===== src/hdl/ksm_pkg.sv =====
// ----------------------------------------------------------------------------
// ksm_pkg
// shared types, codes and sizes of the k-slot distributed mutex node
// ----------------------------------------------------------------------------
package ksm_pkg;

    localparam int MAX_NODES = 16;
    localparam int TIME_BITS = 16;
    localparam int DEFER_CAP = MAX_NODES - 1;

    localparam int ID_W    = 4;                       // node identifier field
    localparam int CNT_W   = $clog2(MAX_NODES + 1);   // node counts and walk index
    localparam int QADDR_W = $clog2(MAX_NODES);       // deferred queue address
    localparam int ACK_W   = 5;
    localparam int NC_W    = 5;
    localparam int SLOT_W  = 4;
    localparam int KIND_W  = 2;
    localparam int CFG_IDX_W  = 2;
    localparam int CFG_DATA_W = 5;

    typedef enum logic [KIND_W-1:0] {
        KIND_LOCAL_REQ = 2'd0,
        KIND_LOCAL_REL = 2'd1,
        KIND_REQ_RCVD  = 2'd2,
        KIND_ACK_RCVD  = 2'd3
    } evt_kind_t;

    typedef enum logic [KIND_W-1:0] {
        MSG_REQ   = 2'd0,
        MSG_REL   = 2'd1,
        MSG_ACK   = 2'd2,
        MSG_GRANT = 2'd3
    } msg_kind_t;

    typedef enum logic [CFG_IDX_W-1:0] {
        CFG_MY_NODE    = 2'd0,
        CFG_NODE_COUNT = 2'd1,
        CFG_SLOTS      = 2'd2
    } cfg_reg_t;

    typedef enum logic {
        OP_INC = 1'b0,
        OP_CMP = 1'b1
    } alu_op_t;

    typedef struct packed {
        logic [ID_W-1:0]   my_node;
        logic [NC_W-1:0]   node_count;
        logic [SLOT_W-1:0] slots;
    } cfg_t;

    typedef struct packed {
        alu_op_t              op;
        logic [TIME_BITS-1:0] a;
        logic [TIME_BITS-1:0] b;
    } alu_req_t;

    typedef struct packed {
        logic [TIME_BITS-1:0] sum;
        logic                 lt;
        logic                 eq;
    } alu_rsp_t;

    typedef struct packed {
        logic               en;
        logic [QADDR_W-1:0] addr;
        logic [ID_W-1:0]    data;
    } q_wr_t;

endpackage


===== src/hdl/ksm_evt_if.sv =====
// ----------------------------------------------------------------------------
// ksm_evt_if
// event channel into the mutex node: local requests, releases, messages
// ----------------------------------------------------------------------------
interface ksm_evt_if
    import ksm_pkg::*;
();
    logic                 valid;
    logic                 ready;
    logic [KIND_W-1:0]    kind;
    logic [ID_W-1:0]      src_node;
    logic [TIME_BITS-1:0] msg_ts;

    modport source (output valid, kind, src_node, msg_ts, input ready);
    modport sink   (input valid, kind, src_node, msg_ts, output ready);
endinterface


===== src/hdl/ksm_msg_if.sv =====
// ----------------------------------------------------------------------------
// ksm_msg_if
// message channel out of the mutex node: outgoing messages and grants
// ----------------------------------------------------------------------------
interface ksm_msg_if
    import ksm_pkg::*;
();
    logic                 valid;
    logic                 ready;
    logic [KIND_W-1:0]    msg_kind;
    logic [ID_W-1:0]      dest_node;
    logic [TIME_BITS-1:0] out_ts;
    logic                 last;

    modport source (output valid, msg_kind, dest_node, out_ts, last, input ready);
    modport sink   (input valid, msg_kind, dest_node, out_ts, last, output ready);
endinterface


===== src/hdl/ksm_alu.sv =====
// ----------------------------------------------------------------------------
// ksm_alu
// shared increment / compare unit: one subtractor serves every step
// ----------------------------------------------------------------------------
module ksm_alu
    import ksm_pkg::*;
(
    input  alu_req_t req,
    output alu_rsp_t rsp
);

    logic [TIME_BITS:0] b_eff;
    logic [TIME_BITS:0] diff;

    // increment is a minus minus one
    assign b_eff = (req.op == OP_INC) ? {(TIME_BITS + 1){1'b1}} : {1'b0, req.b};
    assign diff  = {1'b0, req.a} - b_eff;

    assign rsp.sum = diff[TIME_BITS-1:0];
    assign rsp.lt  = diff[TIME_BITS];
    assign rsp.eq  = (diff == '0);

endmodule


===== src/hdl/ksm_ctrl.sv =====
// ----------------------------------------------------------------------------
// ksm_ctrl
// sequencer of the mutex node: protocol state, message walk, output register
// ----------------------------------------------------------------------------
module ksm_ctrl
    import ksm_pkg::*;
(
    input  logic              clk,
    input  logic              rst_n,
    input  cfg_t              cfg,
    ksm_evt_if.sink           evt,
    ksm_msg_if.source         msg,
    output alu_req_t          alu_req,
    input  alu_rsp_t          alu_rsp,
    output q_wr_t             q_wr,
    output logic [QADDR_W-1:0] q_rd_addr,
    input  logic [ID_W-1:0]   q_rd_data
);

    typedef enum logic [3:0] {
        S_IDLE,
        S_INC,
        S_BCAST,
        S_DRAIN_RD,
        S_DRAIN,
        S_CMP_OWN,
        S_CMP_CLK,
        S_ANSWER,
        S_ACK_INC,
        S_THRESH,
        S_GRANT
    } state_t;

    typedef enum logic [1:0] {
        PH_IDLE = 2'd0,
        PH_WAIT = 2'd1,
        PH_HOLD = 2'd2
    } phase_t;

    state_t               state_reg;
    phase_t               phase_reg;
    evt_kind_t            kind_reg;
    logic [ID_W-1:0]      src_reg;
    logic [TIME_BITS-1:0] ts_reg;
    logic [TIME_BITS-1:0] lamport_reg;
    logic [TIME_BITS-1:0] own_reg;
    logic [ACK_W-1:0]     ack_reg;
    logic [CNT_W-1:0]     dcount_reg;
    logic [CNT_W-1:0]     idx_reg;
    logic                 ack_now_reg;

    logic                 out_valid_reg;
    msg_kind_t            out_kind_reg;
    logic [ID_W-1:0]      out_dest_reg;
    logic [TIME_BITS-1:0] out_ts_reg;
    logic                 out_last_reg;

    logic [CNT_W-1:0]     lim;
    logic [CNT_W-1:0]     idx_nxt;
    logic [CNT_W:0]       idx_nxt2;
    logic                 is_self;
    logic                 more_peers;
    logic                 out_free;
    logic                 emit;
    msg_kind_t            e_kind;
    logic [ID_W-1:0]      e_dest;
    logic [TIME_BITS-1:0] e_ts;
    logic                 e_last;
    logic [ACK_W:0]       ack_plus_slots;

    assign lim = (cfg.node_count > CNT_W'(MAX_NODES)) ? CNT_W'(MAX_NODES)
                                                      : CNT_W'(cfg.node_count);
    assign idx_nxt  = idx_reg + 1'b1;
    assign idx_nxt2 = {1'b0, idx_nxt} + 1'b1;
    assign is_self  = (idx_reg == CNT_W'(cfg.my_node));
    // another peer follows unless the next index is past the end, or is this
    // node and the one after it is past the end
    assign more_peers = (idx_nxt < lim) &&
                        !((idx_nxt == CNT_W'(cfg.my_node)) && (idx_nxt2 >= (CNT_W+1)'(lim)));

    assign out_free = !out_valid_reg || msg.ready;
    assign ack_plus_slots = (ACK_W+1)'(ack_reg) + (ACK_W+1)'(cfg.slots);

    assign evt.ready     = (state_reg == S_IDLE);
    assign msg.valid     = out_valid_reg;
    assign msg.msg_kind  = out_kind_reg;
    assign msg.dest_node = out_dest_reg;
    assign msg.out_ts    = out_ts_reg;
    assign msg.last      = out_last_reg;

    assign q_rd_addr = idx_reg[QADDR_W-1:0];
    assign q_wr.en   = (state_reg == S_ANSWER) && !ack_now_reg &&
                       (dcount_reg < CNT_W'(DEFER_CAP));
    assign q_wr.addr = dcount_reg[QADDR_W-1:0];
    assign q_wr.data = src_reg;

    // operands of the shared unit per step
    always_comb
    begin
        alu_req.op = OP_CMP;
        alu_req.a  = ts_reg;
        alu_req.b  = own_reg;
        unique case (state_reg)
            S_INC:
            begin
                alu_req.op = OP_INC;
                alu_req.a  = lamport_reg;
            end
            S_CMP_CLK:
            begin
                alu_req.a = lamport_reg;
                alu_req.b = ts_reg;
            end
            S_ACK_INC:
            begin
                alu_req.op = OP_INC;
                alu_req.a  = TIME_BITS'(ack_reg);
            end
            S_THRESH:
            begin
                alu_req.a = TIME_BITS'(ack_plus_slots);
                alu_req.b = TIME_BITS'(cfg.node_count);
            end
            default:
            begin
                alu_req.op = OP_CMP;
            end
        endcase
    end

    // result offered to the output register
    always_comb
    begin
        emit   = 1'b0;
        e_kind = MSG_ACK;
        e_dest = src_reg;
        e_ts   = '0;
        e_last = 1'b1;
        unique case (state_reg)
            S_BCAST:
            begin
                emit   = (idx_reg < lim) && !is_self;
                e_kind = (kind_reg == KIND_LOCAL_REL) ? MSG_REL : MSG_REQ;
                e_dest = idx_reg[ID_W-1:0];
                e_ts   = (kind_reg == KIND_LOCAL_REL) ? '0 : own_reg;
                e_last = !more_peers &&
                         ((kind_reg != KIND_LOCAL_REL) || (dcount_reg == '0));
            end
            S_DRAIN:
            begin
                emit   = 1'b1;
                e_dest = q_rd_data;
                e_last = (idx_nxt == dcount_reg);
            end
            S_ANSWER:
            begin
                emit = ack_now_reg;
            end
            S_GRANT:
            begin
                emit   = 1'b1;
                e_kind = MSG_GRANT;
                e_dest = '0;
            end
            default:
            begin
                emit = 1'b0;
            end
        endcase
    end

    always_ff @(posedge clk or negedge rst_n)
    begin
        if (!rst_n)
        begin
            state_reg     <= S_IDLE;
            phase_reg     <= PH_IDLE;
            kind_reg      <= KIND_LOCAL_REQ;
            src_reg       <= '0;
            ts_reg        <= '0;
            lamport_reg   <= '0;
            own_reg       <= '0;
            ack_reg       <= '0;
            dcount_reg    <= '0;
            idx_reg       <= '0;
            ack_now_reg   <= 1'b0;
            out_valid_reg <= 1'b0;
            out_kind_reg  <= MSG_REQ;
            out_dest_reg  <= '0;
            out_ts_reg    <= '0;
            out_last_reg  <= 1'b0;
        end
        else
        begin
            if (emit && out_free)
            begin
                out_valid_reg <= 1'b1;
                out_kind_reg  <= e_kind;
                out_dest_reg  <= e_dest;
                out_ts_reg    <= e_ts;
                out_last_reg  <= e_last;
            end
            else if (msg.ready)
            begin
                out_valid_reg <= 1'b0;
            end

            unique case (state_reg)
                S_IDLE:
                begin
                    if (evt.valid)
                    begin
                        kind_reg <= evt_kind_t'(evt.kind);
                        src_reg  <= evt.src_node;
                        ts_reg   <= evt.msg_ts;
                        idx_reg  <= '0;
                        unique case (evt_kind_t'(evt.kind))
                            KIND_LOCAL_REQ: state_reg <= S_INC;
                            KIND_LOCAL_REL: state_reg <= S_BCAST;
                            KIND_REQ_RCVD:  state_reg <= S_CMP_OWN;
                            KIND_ACK_RCVD:
                                state_reg <= (phase_reg == PH_WAIT) ? S_ACK_INC : S_IDLE;
                        endcase
                    end
                end
                S_INC:
                begin
                    lamport_reg <= alu_rsp.sum;
                    own_reg     <= alu_rsp.sum;
                    ack_reg     <= '0;
                    phase_reg   <= PH_WAIT;
                    state_reg   <= S_BCAST;
                end
                S_BCAST:
                begin
                    if (idx_reg >= lim)
                    begin
                        idx_reg   <= '0;
                        state_reg <= (kind_reg == KIND_LOCAL_REL) ? S_DRAIN_RD : S_IDLE;
                    end
                    else if (is_self || out_free)
                    begin
                        idx_reg <= idx_nxt;
                    end
                end
                S_DRAIN_RD:
                begin
                    if (idx_reg >= dcount_reg)
                    begin
                        dcount_reg <= '0;
                        phase_reg  <= PH_IDLE;
                        state_reg  <= S_IDLE;
                    end
                    else
                    begin
                        state_reg <= S_DRAIN;
                    end
                end
                S_DRAIN:
                begin
                    if (out_free)
                    begin
                        idx_reg   <= idx_nxt;
                        state_reg <= S_DRAIN_RD;
                    end
                end
                S_CMP_OWN:
                begin
                    if (phase_reg == PH_WAIT)
                    begin
                        ack_now_reg <= alu_rsp.lt || (alu_rsp.eq && (src_reg < cfg.my_node));
                    end
                    else
                    begin
                        ack_now_reg <= (phase_reg == PH_IDLE);
                    end
                    state_reg <= S_CMP_CLK;
                end
                S_CMP_CLK:
                begin
                    if (alu_rsp.lt)
                    begin
                        lamport_reg <= ts_reg;
                    end
                    state_reg <= S_ANSWER;
                end
                S_ANSWER:
                begin
                    if (ack_now_reg)
                    begin
                        if (out_free)
                        begin
                            state_reg <= S_IDLE;
                        end
                    end
                    else
                    begin
                        if (q_wr.en)
                        begin
                            dcount_reg <= dcount_reg + 1'b1;
                        end
                        state_reg <= S_IDLE;
                    end
                end
                S_ACK_INC:
                begin
                    if (ack_reg != '1)
                    begin
                        ack_reg <= alu_rsp.sum[ACK_W-1:0];
                    end
                    state_reg <= S_THRESH;
                end
                S_THRESH:
                begin
                    if (!alu_rsp.lt)
                    begin
                        phase_reg <= PH_HOLD;
                        state_reg <= S_GRANT;
                    end
                    else
                    begin
                        state_reg <= S_IDLE;
                    end
                end
                S_GRANT:
                begin
                    if (out_free)
                    begin
                        state_reg <= S_IDLE;
                    end
                end
                default:
                begin
                    state_reg <= S_IDLE;
                end
            endcase
        end
    end

endmodule


===== src/hdl/k_slot_distributed_mutex_node_unit.sv =====
// ----------------------------------------------------------------------------
// k_slot_distributed_mutex_node_unit
// one node of a k-holder ricart-agrawala mutual exclusion with lamport clock
// ----------------------------------------------------------------------------
// the node takes one event at a time on evt and answers with a burst of
// messages on msg, the final one flagged by last. a local request bumps
// the clock and walks the node indices below min(node_count, 16); a local
// release walks the same indices, then serves each deferred node (a
// registered queue read and the send); a received request compares stamps
// and acks or defers; a received ack while waiting is counted and the grant
// threshold checked. the clock increment, timestamp compares, ack count and
// grant threshold compare go through a single shared subtract unit, one
// step a cycle, and the message walk emits at most one message a cycle. evt
// is not ready while an event is in work; a stalled msg side holds the
// walk. the output register lets the next event be taken while the final
// message still waits. configuration is written on cfg_we with cfg_index
// and cfg_data; the user must do so only while the node is idle, which the
// block does not enforce; an index beyond the register list is ignored.
// ----------------------------------------------------------------------------
module k_slot_distributed_mutex_node_unit
    import ksm_pkg::*;
(
    input  logic                  clk,
    input  logic                  rst_n,
    input  logic                  cfg_we,
    input  logic [CFG_IDX_W-1:0]  cfg_index,
    input  logic [CFG_DATA_W-1:0] cfg_data,
    ksm_evt_if.sink               evt,
    ksm_msg_if.source             msg
);

    // configuration registers
    logic [ID_W-1:0]   my_node_reg;
    logic [NC_W-1:0]   node_count_reg;
    logic [SLOT_W-1:0] slots_reg;
    cfg_t              cfg;

    // deferred request queue, filled in arrival order, read back in that order through a registered port
    logic [ID_W-1:0]    defer_mem [MAX_NODES];
    logic [ID_W-1:0]    q_rd_data_reg;
    logic [QADDR_W-1:0] q_rd_addr;
    q_wr_t              q_wr;

    // shared arithmetic unit
    alu_req_t alu_req;
    alu_rsp_t alu_rsp;

    always_ff @(posedge clk or negedge rst_n)
    begin
        if (!rst_n)
        begin
            my_node_reg    <= '0;
            node_count_reg <= NC_W'(2);
            slots_reg      <= SLOT_W'(1);
        end
        else if (cfg_we)
        begin
            case (cfg_reg_t'(cfg_index))
                CFG_MY_NODE:    my_node_reg    <= cfg_data[ID_W-1:0];
                CFG_NODE_COUNT: node_count_reg <= cfg_data[NC_W-1:0];
                CFG_SLOTS:      slots_reg      <= cfg_data[SLOT_W-1:0];
                default:        ;
            endcase
        end
    end

    assign cfg.my_node    = my_node_reg;
    assign cfg.node_count = node_count_reg;
    assign cfg.slots      = slots_reg;

    // queue storage: no reset, only entries below the fill count are sent
    always_ff @(posedge clk)
    begin
        if (q_wr.en)
        begin
            defer_mem[q_wr.addr] <= q_wr.data;
        end
        q_rd_data_reg <= defer_mem[q_rd_addr];
    end

    ksm_alu u_alu (
        .req (alu_req),
        .rsp (alu_rsp)
    );

    ksm_ctrl u_ctrl (
        .clk       (clk),
        .rst_n     (rst_n),
        .cfg       (cfg),
        .evt       (evt),
        .msg       (msg),
        .alu_req   (alu_req),
        .alu_rsp   (alu_rsp),
        .q_wr      (q_wr),
        .q_rd_addr (q_rd_addr),
        .q_rd_data (q_rd_data_reg)
    );

endmodule


===== src/flat_wrapper.sv =====
// flat-port wrapper written by rule: the top's interface ports become plain ports
module k_slot_distributed_mutex_node_unit_flat import ksm_pkg::*;
  (clk, rst_n, cfg_we, cfg_index, cfg_data, evt_valid, evt_kind, evt_src_node, evt_msg_ts, evt_ready, msg_valid, msg_msg_kind, msg_dest_node, msg_out_ts, msg_last, msg_ready);
  ksm_evt_if evt_i ();
  ksm_msg_if msg_i ();
  input  logic clk;
  input  logic rst_n;
  input  logic cfg_we;
  input  logic [CFG_IDX_W-1:0] cfg_index;
  input  logic [CFG_DATA_W-1:0] cfg_data;
  input wire logic [$bits(evt_i.valid)-1:0] evt_valid;
  input wire logic [$bits(evt_i.kind)-1:0] evt_kind;
  input wire logic [$bits(evt_i.src_node)-1:0] evt_src_node;
  input wire logic [$bits(evt_i.msg_ts)-1:0] evt_msg_ts;
  output wire logic [$bits(evt_i.ready)-1:0] evt_ready;
  output wire logic [$bits(msg_i.valid)-1:0] msg_valid;
  output wire logic [$bits(msg_i.msg_kind)-1:0] msg_msg_kind;
  output wire logic [$bits(msg_i.dest_node)-1:0] msg_dest_node;
  output wire logic [$bits(msg_i.out_ts)-1:0] msg_out_ts;
  output wire logic [$bits(msg_i.last)-1:0] msg_last;
  input wire logic [$bits(msg_i.ready)-1:0] msg_ready;
  assign evt_i.valid = evt_valid;
  assign evt_i.kind = evt_kind;
  assign evt_i.src_node = evt_src_node;
  assign evt_i.msg_ts = evt_msg_ts;
  assign evt_ready = evt_i.ready;
  assign msg_valid = msg_i.valid;
  assign msg_msg_kind = msg_i.msg_kind;
  assign msg_dest_node = msg_i.dest_node;
  assign msg_out_ts = msg_i.out_ts;
  assign msg_last = msg_i.last;
  assign msg_i.ready = msg_ready;
  k_slot_distributed_mutex_node_unit u_core (.clk(clk), .rst_n(rst_n), .cfg_we(cfg_we), .cfg_index(cfg_index), .cfg_data(cfg_data), .evt(evt_i), .msg(msg_i));
endmodule

===== config.mk =====
export PLATFORM = sky130hd
export DESIGN_NAME = k_slot_distributed_mutex_node_unit_flat
export DESIGN_NICKNAME = d
export VERILOG_FILES = /design/src/hdl/ksm_pkg.sv /design/src/hdl/ksm_evt_if.sv /design/src/hdl/ksm_msg_if.sv /design/src/hdl/ksm_alu.sv /design/src/hdl/ksm_ctrl.sv /design/src/hdl/k_slot_distributed_mutex_node_unit.sv /design/src/flat_wrapper.sv
export SDC_FILE = /design/constraint.sdc
export NUM_CORES = 1
export LEC_CHECK = 0
export BUFFER_PORTS_ARGS = -buffer_cell sky130_fd_sc_hd__buf_2
export CAP_MARGIN = 15
export CORE_MARGIN = 2
export CORE_UTILIZATION = 56
export DETAILED_ROUTE_END_ITERATION = 10
export GPL_ROUTABILITY_DRIVEN = 0
export PLACE_DENSITY = 0.87
export SYNTH_ARGS = -nofsm -noshare
export SYNTH_HDL_FRONTEND = slang
export SYNTH_HIERARCHICAL = 1
export SYNTH_SLANG_ARGS = --single-unit

===== constraint.sdc =====
create_clock -name clk -period 4.35 [get_ports clk]
set_input_delay 0.6525 -clock clk [delete_from_list [all_inputs] [get_ports clk]]
set_output_delay 0.6525 -clock clk [all_outputs]
set_load 0.05 [all_outputs]

==> results.yml <==
global_routing:
  grt.busiest_layer: "met2"
  globalRouteTotalUtil_pct: 26.5
  grt_util_met1_pct: 36.3
  grt_pass1_wl_mm: 40.7
  gr-total-overflow: 0
  grt_use_met2_pct: 41.3
  antenna_found_initial: 0
  grt_max_degree: 68
  grt_pass1_vias: 7755
  grtUsageMet3_pct: 5.04
timing:
  finalCritPeriodShare_pct: 96.4
  setup_viol: 0
  skew_ns: 0.0127
  final_hold_viol_count: 0
  timing.final.max_slew_violations: 0
  timing.fmax_mhz: 238
  tightestPinTransition_ns: 1.11
  min_period_ns: 4.19
  hold_slack_ns: 0.336
  relSlewSlack_pct: 25.5
placement:
  io_buffers: 58
  hpwl_mm: 17.6
  dp_cells: 1235
die:
  dieArea_um2: 19300
  fp.coreArea_um2: 17900
  die_h_um: 139
  start_util_pct: 56.8
  rows: 49
  ios: 59
  die_w_um: 139
detailed_routing:
  avgViaCountPerCell: 6.30
  drt_iter0_markers: 788
  wl_per_cell_um: 19.9
  drc_errors: 0
  drtAntennaViolNets: 0
  dr.pass1.iters: 5
  drt-total-wl_mm: 25.2
  vias: 7993
critical_path:
  timing.critical_path.buf_inv: 0
  slowest_stage: "dfstp_2"
  critical_path_class: "reg2reg"
  cp_slowest_stage_delay_ns: 0.54
  crit_family: "compound AO/OA/AOI/OAI gates"
  crit_chain: "ha_2 > fa_2 > mux2_2 > a221oi_2 > a21oi_2 > fa_2 > a21oi_2 > nor2_2 > o211a_1 > a2111o_1 > nand4bb_1 > nor4_2 > and4bb_1 > a311oi_1 > o41ai_1"
  cp_max_fo: 4
  cp-start-kind: "flop"
  required_ns: 4.69
  arrival_ns: 4.53
  crit_path_end_kind: "flop"
synthesis:
  synth_warnings: 6
  netlist_area_um2: 10200
  syn_inst: 959
  synthTopCellsByArea: "dfrtp_1, edfxtp_1, ha_1"
  synth_edf_count: 64
  seq_area_frac_synth_pct: 47.5
  syn-num-nets: 1041
  synth-main-ff-cell: "dfrtp_1"
  ys_types: 81
  ys_async_sr_fraction_pct: 62.4
  yosys.area.top_type: "dfrtp_1"
  syn_area_per_cell_um2: 10.6
  netlist.area_leader.share_pct: 27.3
  ys_ff_latch: 181
cells_and_area:
  fin_nets: 1108
  final_common_cell: "nand2_1"
  num_antenna_cells: 0
  largest_register_ffs: 64
  final_layout_size_suffix_gt1_share_pct: 19.5
  syn2layout_area_growth_pct: 12.3
  regMostFlops: "u_core/defer_mem"
  final_cell_mix: "nand2_1, dfrtp_1, o21ai_0"
  fin_cells: 1268
clock_tree:
  cts_hold_buffers: 0
  cts-root-buf: "clkbuf_16"
  clock-sinks: 181
  cts_tree: "yes"
  ctsLongestPathBuffers: 2
  clock_latency_ns: 0.44
  ctsHtreeMaxLevel: 4
  clk_pin_slew_ns: 0.07
  numCtsBuffers: 17
run:
  max-cap-violations: 0
status:
  outcome: "completed"
min_path:
  hold_path_class: "in2async"
## worst reg2reg max path: cells and delay by family, from the launching register on
family          cells  cell delay [ns]
mux                 1             0.28
flops               1             0.54
simple gates        4             0.70
fa+ha+maj           3             1.03
compound gates      7             1.54
## per-stage QoR
step	util (%)	setup WS, ns	TNS, ns	area, um^2
after floorplan	-	0.158	0	10200
after global placement	60.2	0.104	0	10800
after detailed placement	60.2	0.0564	0	10800
after CTS	63.4	0.00742	0	11400
after global routing	63.8	-0.0321	-0.0321	11400
final	63.8	0.157	0	11400
## final cells by class
type,instances,area [um^2]
clock inverters,14,159
flip-flops and latches,181,4830
fillers,1339,6470
multi-input cells,697,5020
clock buffers,18,429
inverters,34,128
well taps,229,287
repair buffers,95,571
## path summary, 6_finish.rpt
path | start | endpoint | slack [ns] | cells after the start
worst max register to register | u_core/slots_reg[0] | u_core/u_ctrl/ack_now_reg | 0.16 | 15
worst min-delay path | rst_n | u_core/u_ctrl/msg.out_ts[4] | 0.34 | 1
max in group asynchronous | rst_n | u_core/node_count_reg[1] | 3.10 | 2
min in group clk | evt_msg_ts[2] | u_core/u_ctrl/ts_reg[2] | 0.44 | 2
worst min register to register | u_core/u_ctrl/msg.out_ts[9] | u_core/u_ctrl/msg.out_ts[9] | 0.48 | 2
worst max-delay path | u_core/slots_reg[0] | u_core/u_ctrl/ack_now_reg | 0.16 | 15
## timing repair
item	4_1_cts	5_1_grt
setup buffers	0	1
resized for setup	0	17
setup endpoints to repair	0	20
## cells in the mapped netlist (all sizes together) (5+ instances only)
cell type / count
mux2: 38
mux2i: 11
o22ai: 5
xor2: 15
edfxtp: 64
o21a: 5
a21oi: 43
clkbuf: 24
and2: 7
a22oi: 5
xnor2: 14
nor3: 16
a2111oi: 5
nor2: 50
dfrtp: 111
nand3b: 5
a22o: 26
a211oi: 5
nor2b: 29
nand2b: 22
ha: 46
nor4: 7
mux4: 16
nand3: 24
o211ai: 8
and3: 5
a221o: 6
a21o: 13
inv: 34
o21ai: 70
buf: 23
nand2: 138
or2: 6
## logic make-up after synthesis
kind of cell,share of synthesized area (%)
mux,9.35
flops,47.5
fa+ha+maj,6.05
buf+inv,3.79
xor+xnor,2.50
simple gates,15.7
compound gates,15.2
## per-layer routing
layer / routed length (um) / vias to the layer above
met1: 10300 / 3836
met4: 1100 / 0
met5: 0 / -
li1: - / 3657
met3: 2210 / 88
met2: 11600 / 412
Power is left out: the tool's default activity adds up to more than one toggle a clock period on the data nets, which glitch-free logic cannot reach.
